[config.mk]
export PLATFORM = sky130hd
export DESIGN_NAME = mfd_window
export DESIGN_NICKNAME = d
export VERILOG_FILES = /design/src/mfd_pkg.sv /design/src/mfd_cell.sv /design/src/mfd_window.sv
export SDC_FILE = /design/constraint.sdc
export NUM_CORES = 1
export LEC_CHECK = 0
export ABC_AREA = 1
export BUFFER_PORTS_ARGS = -buffer_cell sky130_fd_sc_hd__buf_4
export CAP_MARGIN = 20
export CORE_AREA = 2 2 410 412
export DETAILED_ROUTE_END_ITERATION = 10
export DIE_AREA = 0 0 412 414
export PLACE_DENSITY = 0.42
export SLEW_MARGIN = 30
export SYNTH_ARGS = -nofsm -noshare
export SYNTH_HDL_FRONTEND = slang
export SYNTH_SLANG_ARGS = --single-unit
[constraint.sdc]
create_clock -name clk -period 1.2 [get_ports clk]
set_input_delay 0.18 -clock clk [delete_from_list [all_inputs] [get_ports clk]]
set_output_delay 0.18 -clock clk [all_outputs]
set_load 0.05 [all_outputs]
[src/mfd_pkg.sv]
// ----------------------------------------------------------------------------
// mfd_pkg
// shared types, constants and helpers of the multipart form deframer
// ----------------------------------------------------------------------------
package mfd_pkg;

	localparam int MaxBoundary = 56;
	localparam int WinDepth    = MaxBoundary + 4;
	localparam int FillW       = $clog2(WinDepth + 1);
	localparam int PrefixLen   = 31;
	localparam int PrefixDead  = 32;
	localparam int NeedleLen   = 10;
	localparam int NumRegs     = 8;

	typedef enum logic [2:0] {
		PH_OPEN = 3'd0,
		PH_HEAD = 3'd1,
		PH_DATA = 3'd2,
		PH_DONE = 3'd3,
		PH_FAIL = 3'd4
	} phase_t;

	typedef enum logic [2:0] {
		KIND_FILE_BYTE  = 3'd0,
		KIND_NAME_CHAR  = 3'd1,
		KIND_NAME_DONE  = 3'd2,
		KIND_UPLOAD_END = 3'd3,
		KIND_BAD_OPEN   = 3'd4
	} kind_t;

	typedef enum logic [2:0] {
		REG_LENGTH = 3'd0,
		REG_WORD0  = 3'd1,
		REG_WORD1  = 3'd2,
		REG_WORD2  = 3'd3,
		REG_WORD3  = 3'd4,
		REG_WORD4  = 3'd5,
		REG_WORD5  = 3'd6,
		REG_WORD6  = 3'd7
	} reg_idx_t;

	localparam logic [7:0] CharCr    = 8'h0d;
	localparam logic [7:0] CharLf    = 8'h0a;
	localparam logic [7:0] CharDash  = 8'h2d;
	localparam logic [7:0] CharQuote = 8'h22;
	localparam logic [7:0] CharF     = 8'h66;

	localparam logic [PrefixLen*8-1:0] PrefixText = "Content-Disposition: form-data;";
	localparam logic [NeedleLen*8-1:0] NeedleText = "filename=\"";

	// control from the top level into every window cell
	typedef struct packed {
		logic       shift;
		logic       write;
		logic [5:0] wr_pos;
		logic       clear;
	} cell_ctl_t;

	function automatic logic [7:0] prefix_char(input logic [5:0] i);
		logic [4:0] j;
		j = 5'(PrefixLen - 1 - int'(i));
		return PrefixText[j*8 +: 8];
	endfunction

	function automatic logic [7:0] needle_char(input logic [3:0] i);
		logic [3:0] j;
		j = 4'(NeedleLen - 1 - int'(i));
		return NeedleText[j*8 +: 8];
	endfunction

	function automatic logic [7:0] to_lower(input logic [7:0] c);
		return (c >= 8'h41 && c <= 8'h5a) ? c + 8'd32 : c;
	endfunction

endpackage

[src/mfd_cell.sv]
// ----------------------------------------------------------------------------
// mfd_cell
// one delimiter window slot: holds a byte, shifts toward slot 0, compares
// ----------------------------------------------------------------------------
module mfd_cell (
	input  logic              clk,
	input  logic              arst_n,
	input  logic [5:0]        pos,
	input  mfd_pkg::cell_ctl_t ctl,
	input  logic [7:0]        in_byte,
	input  logic [7:0]        next_byte,
	input  logic [7:0]        expect_byte,
	output logic [7:0]        data,
	output logic              hit
);

	logic [7:0] data_q;

	// the written byte lands at wr_pos; with a shift, slot wr_pos-1 takes it
	always_ff @(posedge clk or negedge arst_n) begin
		if (!arst_n) begin
			data_q <= '0;
		end else if (ctl.clear) begin
			data_q <= '0;
		end else if (ctl.shift) begin
			data_q <= (ctl.write && ctl.wr_pos == pos + 6'd1) ? in_byte : next_byte;
		end else if (ctl.write && ctl.wr_pos == pos) begin
			data_q <= in_byte;
		end
	end

	assign data = data_q;
	assign hit  = (data_q == expect_byte);

endmodule

[src/mfd_window.sv]
// ----------------------------------------------------------------------------
// mfd_window
// row of window cells with a combinational delimiter compare
// ----------------------------------------------------------------------------
module mfd_window (
	input  logic                              clk,
	input  logic                              arst_n,
	input  mfd_pkg::cell_ctl_t                ctl,
	input  logic [7:0]                        in_byte,
	input  logic [mfd_pkg::WinDepth*8-1:0]    expect_bytes,
	output logic [mfd_pkg::WinDepth*8-1:0]    bytes,
	output logic [mfd_pkg::WinDepth-1:0]      hits
);

	for (genvar g = 0; g < mfd_pkg::WinDepth; g++) begin : g_cell
		logic [7:0] nxt;
		if (g == mfd_pkg::WinDepth - 1) begin : g_last
			assign nxt = '0;
		end else begin : g_mid
			assign nxt = bytes[(g+1)*8 +: 8];
		end
		mfd_cell u_cell (
			.clk        (clk),
			.arst_n     (arst_n),
			.pos        (6'(g)),
			.ctl        (ctl),
			.in_byte    (in_byte),
			.next_byte  (nxt),
			.expect_byte(expect_bytes[g*8 +: 8]),
			.data       (bytes[g*8 +: 8]),
			.hit        (hits[g])
		);
	end

endmodule

Word-level counts from Yosys, hierarchy flattened
Cells that the tools add are included.
{"block": "totals", "reg_bits": 480, "wordCells": 424}
{"block": "classes", "n_eq_ne": 120, "mux": 181, "n_reduce_logical": 63}
{"operator": "$mux 8", "n": 181}
{"operator": "$eq 8x8->1", "n": 60}
{"operator": "$eq 6x6->1 const B", "n": 29}
{"operator": "$eq 6x5->1 const B", "n": 16}
{"operator": "$logic_and 1x1->1", "n": 61}
{"operator": "$eq 6x4->1 const B", "n": 8}
{"operator": "$eq 6x3->1 const B", "n": 4}
{"operator": "$eq 6x2->1 const B", "n": 2}
{"operator": "$eq 6x1->1 const B", "n": 1}
{"operator": "$logic_not 6->1", "n": 1}
{"operator": "$reduce_bool 3->1", "n": 1}

Depth between registers and ports, before layout
Gate-level depths: netlist of the first run.
{"block": "logic_depth", "depth_word": 5, "mapped_depth": 9, "mapped_depth_nobuf": 8}

By module
A second synthesis of the first run with hierarchy kept.
{"block": "hier_totals", "cells_unflattened": 8282, "hier_area_um2": 51882.3}
{"module": "mfd_cell", "n_inst": 60, "cells_each": 138, "area_each_um2": 864.6, "seq_area_each_um2": 200.2}
{"module": "mfd_window", "n_inst": 1, "cells_each": 2, "area_each_um2": 7.5, "seq_area_each_um2": 0.0}

Worst setup path after synthesis of the first run
Ideal clock, no wire load.
{"block": "synth_path", "path_type": "register to output", "start": "register g_cell[32].u_cell.data_q[7]", "end": "output port hits[32] (netlist name)", "arrival_time_ns": 1.295, "t_required_ns": 1.020, "setup_slack_ns": -0.275, "path_stages_with_launch": 6, "path_cell_list": "dfrtp_1 > xor2_1 > nor2_1 > nand2_1 > nor3_1 > buf_4"}
{"block": "synth_between", "elab_chain_cells": 1}
{"item": "start, declared", "line": "mfd_cell.sv:17", "text": "logic [7:0] data_q;"}
{"item": "start signal, assigned", "line": "mfd_cell.sv:26", "text": "data_q <= (ctl.write && ctl.wr_pos == pos + 6'd1) ? in_byte : next_byte;"}
{"item": "start signal, assigned", "line": "mfd_cell.sv:28", "text": "data_q <= in_byte;"}
{"item": "$eq 8x8->1", "line": "mfd_cell.sv:33", "text": "assign hit = (data_q == expect_byte);"}
{"item": "end, declared", "line": "mfd_window.sv:12", "text": "output logic [mfd_pkg::WinDepth-1:0] hits"}
No other way between the ends.

Final worst setup path of the first run
{"block": "layout_path", "start": "register g_cell[17].u_cell.data_q[5]", "end": "output port hits[17] (netlist name)"}
{"block": "layout_between", "elab_chain_cells": 1}
{"item": "start, declared", "line": "mfd_cell.sv:17"}
{"item": "start signal, assigned", "line": "mfd_cell.sv:26"}
{"item": "start signal, assigned", "line": "mfd_cell.sv:28"}
{"item": "$eq 8x8->1", "line": "mfd_cell.sv:33"}
No other way between the ends.

==> impl_metrics.env, run 1 <==
export IMPL_totalNegativeSetupSlack_ns=-285.36
export IMPL_rows=150
export IMPL_synth_distinct_cells=22
export IMPL_final_cells=8737
export IMPL_worst_pin_slew_ns=0.586
export IMPL_detail_route_antenna_nets=0
export IMPL_worst_slack_ns=-1.03
export IMPL_cts_tree="done"
export IMPL_grt_usage=0.241
export IMPL_wire_per_inst_um=24.3
export IMPL_slew_violations=0
export IMPL_synthAdderAreaFrac=0
export IMPL_max_slew_margin=0.608
export IMPL_cap_violations=0
export IMPL_syn_num_nets=4993
export IMPL_required_ns=1.02
export IMPL_rr_worst_depth=5
export IMPL_dr_pass1_iters=7
export IMPL_wl_um=212000
export IMPL_synth_top_area_frac=0.382
export IMPL_grt_max_degree=52
export IMPL_grt_pass1_vias=39593
export IMPL_run_status="finished with violations"
export IMPL_power_per_cell_area_nw_per_um2=748
export IMPL_place_congestion=0.932
export IMPL_area_delta_synth_final_pct=94.7
export IMPL_ys_seq_elements=480
export IMPL_skew_ns=0.0442
export IMPL_synth_simple_area_share=0.373
export IMPL_fmax_mhz=449
export IMPL_cts_root_buf="clkbuf_16"
export IMPL_clkTransAtPathRegs_ns=0.05
export IMPL_vdd_drop_max_v=0.000951
export IMPL_yosysTopAreaCell="dfrtp_1"
export IMPL_worstReg2RegStart="g_cell[48].u_cell.data[5]"
export IMPL_synth_xor_area_frac=0.124
export IMPL_io_pins=1039
export IMPL_power_total_mw=45.8
export IMPL_grt_pass1_wl_um=293000
export IMPL_dp_hpwl_um=176000
export IMPL_ys_seq_area_frac=0.382
export IMPL_numPortBuffers=1038
export IMPL_syn_inst=4494
export IMPL_vias_per_cell=4.40
export IMPL_drc_errors=0
export IMPL_rrSetupSlack_ns=-0.16
export IMPL_nNetsFinal=6974
export IMPL_largest_reg_flops=480
export IMPL_synth_area_top_cells="dfrtp_1 38%, nand2_1 18%, nand3_1 14%, xnor2_1 10%, inv_1 6.1%"
export IMPL_syn_area_um2=31400
export IMPL_finalSetupViolations=998
export IMPL_dpl_cell_count=8423
export IMPL_yosys_warnings=0
export IMPL_antenna_found_initial=26
export IMPL_synthMuxAreaShare=0
export IMPL_cts_buffers=68
export IMPL_dieHeight_um=414
export IMPL_rr_endpoint="g_cell[48].u_cell.data[5]"
export IMPL_p_leak_nw=30.4
export IMPL_crit_path_end_kind="output pin"
export IMPL_dieArea_um2=171000
export IMPL_crit_path_start_kind="register"
export IMPL_synth_compound_area_frac=0.0187
export IMPL_drt_iter0_markers=2452
export IMPL_synth_top_family_by_area="simple AND/OR/NAND/NOR gates"
export IMPL_drive_gt1_frac=0.468
export IMPL_core_um2=166000
export IMPL_chipWidth_um=412
export IMPL_initial_utilization=0.189
export IMPL_grt_remaining_overflow=0
export IMPL_violations="negative setup slack"
export IMPL_clock_sinks=480
export IMPL_rsz0062_at_grt="yes"
export IMPL_hold_viol_final=0
export IMPL_clockBufferDepth=3
export IMPL_clk_insertion_delay_late_ns=0.68
export IMPL_crit_fanout=2
export IMPL_worst_setup_path_type="reg -> out"
export IMPL_whs_ns=0.0419
export IMPL_finalCritPeriodShare=1.86
export IMPL_period_minus_slack_ns=2.23
export IMPL_postPlaceCellArea_um2=49700
export IMPL_arrival_ns=2.05
export IMPL_avgSynthCellArea_um2=7.00
export IMPL_htreeDepth=3
export IMPL_hold_path_class="in -> async"
export IMPL_vias=38464
export IMPL_final_area_um2=61200
==> cells in the final DEF (no fill, tap or decap), drive strengths merged, types with 72 or more instances in the layout <==
cell,n
inv,534
clkbuf,98
nand3,884
nor2,120
dfrtp,480
xnor2,372
nand2,1582
buf,2130
nand4,101
xor2,72
==> layer usage <==
metal	vias up	track usage	share of wire
met2	1294	0.427	0.51
met1	18644	0.289	0.40
met4	24	0.0697	0.027
met5	-	0	0.00077
met3	260	0.0535	0.065
li1	18242	-	-
==> synth_stat cells <==
master,n
buf_2,89
buf_1,12
inv_2,18
buf_4,62
xor2_1,72
nor3_1,18
xnor2_1,372
clkbuf_1,63
o211ai_1,56
nand4_1,101
dfrtp_1,480
buf_6,2
or2_2,16
o21ai_1,4
inv_1,514
nand2_1,1547
o22ai_1,1
nand3_1,884
o21ai_0,28
nand2_2,35
nor2_1,114
nor2_2,6
==> worst max-delay path by stage <==
stage                              start                         to
2_1_floorplan  g_cell[32].u_cell.data[7]                   hits[32]
3_3_place_gp                      ctl[4]  g_cell[31].u_cell.data[3]
3_5_place_dp                      ctl[4]  g_cell[32].u_cell.data[7]
4_1_cts        g_cell[17].u_cell.data[4]                   hits[17]
5_1_grt        g_cell[17].u_cell.data[5]                   hits[17]
6_report       g_cell[17].u_cell.data[5]                   hits[17]
==> through the flow <==
step | util | setup WS [ns]
6_report | 0.368 | -1.03
5_1_grt | 0.368 | -1.13
4_1_cts | 0.357 | -1.13
3_5_place_dp | 0.299 | -0.878
3_3_place_gp | 0.299 | -0.887
2_1_floorplan | - | -0.150
==> power breakdown <==
part | internal, mW | total (mW) | switching, mW
Sequential | 16.4 | 16.6 | 0.240
Clock | 12.0 | 20.6 | 8.59
Combinational | 3.97 | 8.56 | 4.59
==> timing repair <==
item,in CTS,in global routing
gates resized for setup,1713,228
setup buffers,123,112
hold buffers,9,0
endpoints found under the hold margin,504,0
pin swaps,177,83
setup endpoints to repair,597,1008
==> cell families after synthesis <==
| family | Yosys count |
|---|---|
| and+or+nand+nor | 2721 |
| buffers and inverters | 760 |
| DFF | 480 |
| xor gates and xnor gates | 444 |
| AOI/OAI and AO/OA | 89 |
==> cell type report <==
type / instances / area [um^2]
inverter: 532 / 2040
tap: 2204 / 2760
multi-input combinational: 3254 / 17700
clock buffer: 98 / 1990
clock inverter: 21 / 210
fill: 17340 / 105000
timing repair buffer: 2139 / 23800
antenna: 9 / 22.5
sequential: 480 / 12600
==> worst max-delay path, cell delays in order (launching register included) <==
cell     delay, ns
dfrtp_2       0.44
xnor2_2       0.17
nand4_1       0.25
nor2_2        0.24
buf_4         0.15
buf_12        0.13
Power figures use the tool's default switching activity.
==> run 2, diff against run 1 <==
--- a/config.mk
+++ b/config.mk
@@ -8,10 +8,10 @@
 export ABC_AREA = 1
 export BUFFER_PORTS_ARGS = -buffer_cell sky130_fd_sc_hd__buf_4
 export CAP_MARGIN = 20
-export CORE_AREA = 2 2 410 412
+export CORE_AREA = 2 2 403 405
 export DETAILED_ROUTE_END_ITERATION = 10
-export DIE_AREA = 0 0 412 414
-export PLACE_DENSITY = 0.42
+export DIE_AREA = 0 0 405 407
+export PLACE_DENSITY = 0.43
 export SLEW_MARGIN = 30
 export SYNTH_ARGS = -nofsm -noshare
 export SYNTH_HDL_FRONTEND = slang
==> run 2 against run 1 <==
The flow still finishes with violations (negative setup slack). Critical path type unchanged. Global-route usage up 0.17 points. First-iteration DRC count rose by 9.6%. Setup slack improved by 0.079 ns.
==> impl_metrics.env, run 2 (synthesis results as in run 1) <==
export IMPL_clockBufferDepth=3
export IMPL_detail_route_antenna_nets=0
export IMPL_wire_per_inst_um=24.0
export IMPL_cap_violations=0
export IMPL_period_minus_slack_ns=2.15
export IMPL_critical_path_top_delay_family="flip-flops"
export IMPL_htreeDepth=3
export IMPL_cp_slowest_stage_delay_ns=0.45
export IMPL_nNetsFinal=6902
export IMPL_crit_path_start_kind="register"
export IMPL_violations="negative setup slack"
export IMPL_rsz0062_at_grt="yes"
export IMPL_hold_path_class="in -> reg"
export IMPL_wl_um=207000
export IMPL_chipWidth_um=405
export IMPL_drt_iter0_markers=2687
export IMPL_dp_slack_ns=-0.933
export IMPL_p_leak_nw=30.0
export IMPL_dr_pass1_iters=6
export IMPL_place_congestion=0.933
export IMPL_core_um2=160000
export IMPL_max_slew_margin=0.620
export IMPL_area_delta_synth_final_pct=92.5
export IMPL_io_pins=1039
export IMPL_fmax_mhz=465
export IMPL_busiest_layer="met2"
export IMPL_cts_root_buf="clkbuf_16"
export IMPL_slew_violations=0
export IMPL_utilization=0.378
export IMPL_dieArea_um2=165000
export IMPL_rows=147
export IMPL_clock_sinks=480
export IMPL_power_per_cell_area_nw_per_um2=765
export IMPL_worst_slack_ns=-0.949
export IMPL_skew_ns=0.0200
export IMPL_globalRouteMet1Util=0.290
export IMPL_arrival_ns=1.97
export IMPL_met3_usage=0.0580
export IMPL_worst_setup_path_type="reg -> out"
export IMPL_finalSetupViolations=569
export IMPL_mostFrequentLayoutCells="1529 x nand2_1, 899 x buf_4, 881 x nand3_1"
export IMPL_grt_max_degree=55
export IMPL_dpl_cell_count=8328
export IMPL_hold_viol_final=0
export IMPL_dieHeight_um=407
export IMPL_clkTransAtPathRegs_ns=0.06
export IMPL_antenna_found_initial=34
export IMPL_crit_path_end_kind="output pin"
export IMPL_vias=38126
export IMPL_largest_reg_flops=480
export IMPL_layout_commonest_cell="nand2_1"
export IMPL_drive_gt1_frac=0.462
export IMPL_grt_pass1_wl_um=284000
export IMPL_finalCritPeriodShare=1.79
export IMPL_cts_tree="done"
export IMPL_numPortBuffers=1038
export IMPL_cts_buffers=70
export IMPL_required_ns=1.02
export IMPL_crit_fanout=2
export IMPL_grt_remaining_overflow=0
export IMPL_run_status="finished with violations"
export IMPL_dp_hpwl_um=170000
export IMPL_vdd_drop_max_v=0.000906
export IMPL_whs_ns=0.0841
export IMPL_path_cells="xor2_1, nor2_1, buf_4, nand2_4, nor3_4, buf_6, buf_12"
export IMPL_final_cells=8629
export IMPL_grtUsageMet2=0.422
export IMPL_grt_usage=0.243
export IMPL_clk_insertion_delay_late_ns=0.65
export IMPL_nFillCells=16479
export IMPL_worst_pin_slew_ns=0.569
export IMPL_cp_slowest_cell="dfrtp_2"
export IMPL_cp_buffers_inverters=3
export IMPL_drc_errors=0
export IMPL_initial_utilization=0.196
export IMPL_vias_per_cell=4.42
export IMPL_grt_pass1_vias=38966
-- run 2: cell types whose count changed in the layout (fill, tap and decap cells not counted), sizes merged --
cell | previous run | this run
inv | 534 | 533
dlygate4sd3 | 9 | 11
clkbuf | 98 | 103
bufinv | 2 | 3
diode | 9 | 20
buf | 2130 | 2054
clkinv | 15 | 9
-- run 2: per-layer routing --
layer / wire length (um) / share of wire
met4: 7590 / 0.037
met5: 83 / 0.00040
met3: 14800 / 0.072
met2: 103000 / 0.50
met1: 82100 / 0.40
-- run 2: worst register-to-register path, stage by stage, from the launching register on --
cell,delay (ns)
dfrtp_2,0.42
buf_8,0.14
buf_4,0.16
o211ai_1,0.42
nand2_1,0.11
-- run 2: final timing paths --
kind	start	to	slack, ns	cells past startpoint
worst min register to register	g_cell[0].u_cell.data[6]	g_cell[0].u_cell.data[6]	0.61	3
worst min-delay path	ctl[8]	g_cell[59].u_cell.data[7]	0.08	6
max in group asynchronous	arst_n	g_cell[34].u_cell.data[3]	0.08	3
worst max register to register	g_cell[48].u_cell.data[7]	g_cell[48].u_cell.data[7]	-0.19	4
worst max-delay path	g_cell[34].u_cell.data[7]	hits[34]	-0.95	7
min in group asynchronous	arst_n	g_cell[35].u_cell.data[4]	0.16	3
-- run 2: area by class of cell --
cell class | instances | area (um^2) | area share
Antenna cell | 20 | 50.0 | 0.000827
Clock buffer | 103 | 2100 | 0.0347
Clock inverter | 15 | 171 | 0.00283
Inverter | 532 | 2030 | 0.0335
Multi-Input combinational cell | 3254 | 17800 | 0.294
Sequential cell | 480 | 12600 | 0.208
Tap cell | 2160 | 2700 | 0.0446
Timing Repair Buffer | 2065 | 23100 | 0.381
-- run 2: per-stage QoR --
stage / setup TNS, ns / total power [mW] / instance area (um^2)
2_1_floorplan: -4.37 / 19.7 / 32300
3_3_place_gp: -264.14 / 24.3 / 49100
3_5_place_dp: -261.27 / 24.4 / 49100
4_1_cts: -240.17 / 46.6 / 58700
5_1_grt: -249.44 / 47.9 / 60500
6_report: -210.77 / 46.3 / 60500
-- run 2: what timing repair did --
| action | CTS | global route |
|---|---|---|
| gates cloned | 0 | 0 |
| buffers inserted | 99 | 95 |
| hold endpoints to repair | 482 | 0 |
| resized for setup | 1677 | 237 |
| setup endpoints to repair | 554 | 595 |
| hold buffers | 11 | 0 |
| pin swaps | 155 | 89 |
-- run 2: power by group --
group	switching (mW)	leakage, nW	internal, mW
clock	8.54	1.12	12.7
combinational	4.54	23.0	3.91
sequential	0.249	5.89	16.4
==> run 3, diff against run 2 <==
==> constraint.sdc (replaced) <==
create_clock -name clk -period 1.2 [get_ports clk]
set_input_delay 0.12 -clock clk [delete_from_list [all_inputs] [get_ports clk]]
set_output_delay 0.12 -clock clk [all_outputs]
set_load 0.05 [all_outputs]
==> run 3 against run 2 <==
The flow still finishes with violations (negative setup slack). Clock power hardly changed. Clock skew is 0.0056 ns lower. Die area stayed put. Setup slack better by 0.042 ns. Fmax is 2.0% higher. Flip-flop and latch count stayed put. Largest power group unchanged.
==> impl_metrics.env, run 3 (synthesis results as in run 1) <==
export IMPL_run_status="finished with violations"
export IMPL_violations="negative setup slack"
export IMPL_worst_pin_slew_ns=0.514
export IMPL_cts_tree="done"
export IMPL_io_pins=1039
export IMPL_worstReg2RegStart="g_cell[48].u_cell.data[1]"
export IMPL_power_per_cell_area_nw_per_um2=772
export IMPL_rows=147
export IMPL_largest_reg_flops=480
export IMPL_vias=37946
export IMPL_detail_route_antenna_nets=0
export IMPL_grt_remaining_overflow=0
export IMPL_dieHeight_um=407
export IMPL_crit_path_start_kind="register"
export IMPL_regArea_um2=12600
export IMPL_finalCritPeriodShare=1.76
export IMPL_vias_per_cell=4.42
export IMPL_place_congestion=0.917
export IMPL_power_total_mw=46.2
export IMPL_cap_violations=0
export IMPL_final_cells=8588
export IMPL_wire_per_inst_um=23.4
export IMPL_grt_usage=0.234
export IMPL_drc_errors=0
export IMPL_rrSetupSlack_ns=-0.16
export IMPL_vdd_drop_max_v=0.000931
export IMPL_dp_slack_ns=-0.740
export IMPL_chipWidth_um=405
export IMPL_rr_endpoint="g_cell[47].u_cell.data[1]"
export IMPL_clkTransAtPathRegs_ns=0.06
export IMPL_p_leak_nw=29.8
export IMPL_dieArea_um2=165000
export IMPL_cp_startpoint="g_cell[14].u_cell.data[6]"
export IMPL_fmax_mhz=475
export IMPL_nFillCells=16571
export IMPL_drt_iter0_markers=2776
export IMPL_area_delta_synth_final_pct=90.4
export IMPL_cts_buffers=68
export IMPL_antenna_found_initial=32
export IMPL_grt_pass1_wl_um=277000
export IMPL_crit_fanout=2
export IMPL_drive_gt1_frac=0.452
export IMPL_cts_root_buf="clkbuf_16"
export IMPL_hold_viol_final=0
export IMPL_grt_max_degree=53
export IMPL_period_minus_slack_ns=2.11
export IMPL_grt_pass1_vias=38408
export IMPL_dr_pass1_iters=8
export IMPL_multi_input_comb_area_um2=17600
export IMPL_clock_sinks=480
export IMPL_mostFrequentLayoutCells="1541 x nand2_1, 893 x buf_4, 879 x nand3_1"
export IMPL_nNetsFinal=6869
export IMPL_required_ns=1.08
export IMPL_worst_setup_path_type="reg -> out"
export IMPL_initial_utilization=0.196
export IMPL_whs_ns=0.0225
export IMPL_worstSetupEndpoint="hits[14]"
export IMPL_finalSetupViolations=989
export IMPL_rsz0062_at_grt="yes"
export IMPL_worst_slack_ns=-0.907
export IMPL_numPortBuffers=1038
export IMPL_hold_path_class="in -> reg"
export IMPL_max_slew_margin=0.653
export IMPL_final_area_um2=59900
export IMPL_dp_hpwl_um=164000
export IMPL_clk_insertion_delay_late_ns=0.63
export IMPL_layout_commonest_cell="nand2_1"
export IMPL_clockBufferDepth=3
export IMPL_skew_ns=0.0144
export IMPL_arrival_ns=1.99
export IMPL_htreeDepth=3
export IMPL_dpl_cell_count=8258
export IMPL_crit_path_end_kind="output pin"
export IMPL_postPlaceCellArea_um2=48600
export IMPL_slew_violations=0
export IMPL_rr_worst_depth=4
export IMPL_core_um2=160000
export IMPL_wl_um=201000
-- run 3: cell types whose count changed in the layout (fill, tap and decap cells not counted), moves of 7 or more --
cell,previous run,this run
buf_12,222,214
buf_8,335,319
inv_1,485,492
nand2_1,1529,1541
nand2_2,50,39
nor2_1,74,81
nor2_4,15,8
xnor2_1,218,234
xnor2_2,151,137
-- run 3: report_power, final --
group,internal [mW],switching [mW],total (mW)
clock network,12.8,8.44,21.2
logic,3.88,4.48,8.36
registers,16.4,0.259,16.7
-- run 3: how the worst min path moves through the flow --
stage / startpoint / end / slack, ns / cells past startpoint
5_1_grt: ctl[8] / g_cell[0].u_cell.data[3] / 0.0007 / 5
4_1_cts: ctl[0] / g_cell[12].u_cell.data[0] / -0.05 / 5
6_report: ctl[8] / g_cell[0].u_cell.data[1] / 0.02 / 5
3_5_place_dp: arst_n / g_cell[33].u_cell.data[0] / -0.09 / 1
2_1_floorplan: arst_n / g_cell[0].u_cell.data[0] / -0.18 / 0
3_3_place_gp: arst_n / g_cell[33].u_cell.data[0] / -0.09 / 1
-- run 3: layer usage --
metal / GRT usage / share of wire / vias to the layer above
met5: 0 / 0.00033 / -
met4: 0.0736 / 0.036 / 10
met3: 0.0480 / 0.061 / 288
met2: 0.415 / 0.50 / 1364
met1: 0.282 / 0.40 / 18302
li1: - / - / 17982
-- run 3: cell type report --
| cell class | instances | area share |
|---|---|---|
| multi-input combinational | 3254 | 0.294 |
| tap | 2160 | 0.0452 |
| inverter | 532 | 0.0338 |
| clock inverter | 18 | 0.00426 |
| timing repair buffer | 2034 | 0.379 |
| clock buffer | 94 | 0.0331 |
| sequential | 480 | 0.211 |
| antenna | 16 | 0.000669 |
-- run 3: worst max-delay path, stage by stage, from the launching register on --
cell and delay [ns]:
dfrtp_2 0.42, xor2_1 0.14, nor2_1 0.12, nand2_1 0.10, nor3_4 0.28, buf_6 0.15, buf_8 0.13
-- run 3: what timing repair did --
item	4_1_cts	5_1_grt
hold buffers	13	1
endpoints found under the hold margin	564	2
setup buffers	113	128
pin swaps	245	120
gates cloned	0	2
gates resized for setup	1577	243
endpoints found under the setup margin	547	1460
-- run 3: metrics by stage --
| stage | TNS (ns) | util |
|---|---|---|
| 2_1_floorplan | -2.45 | - |
| 3_3_place_gp | -223.80 | 0.303 |
| 3_5_place_dp | -229.19 | 0.303 |
| 4_1_cts | -260.81 | 0.361 |
| 5_1_grt | -263.04 | 0.374 |
| 6_report | -209.61 | 0.374 |
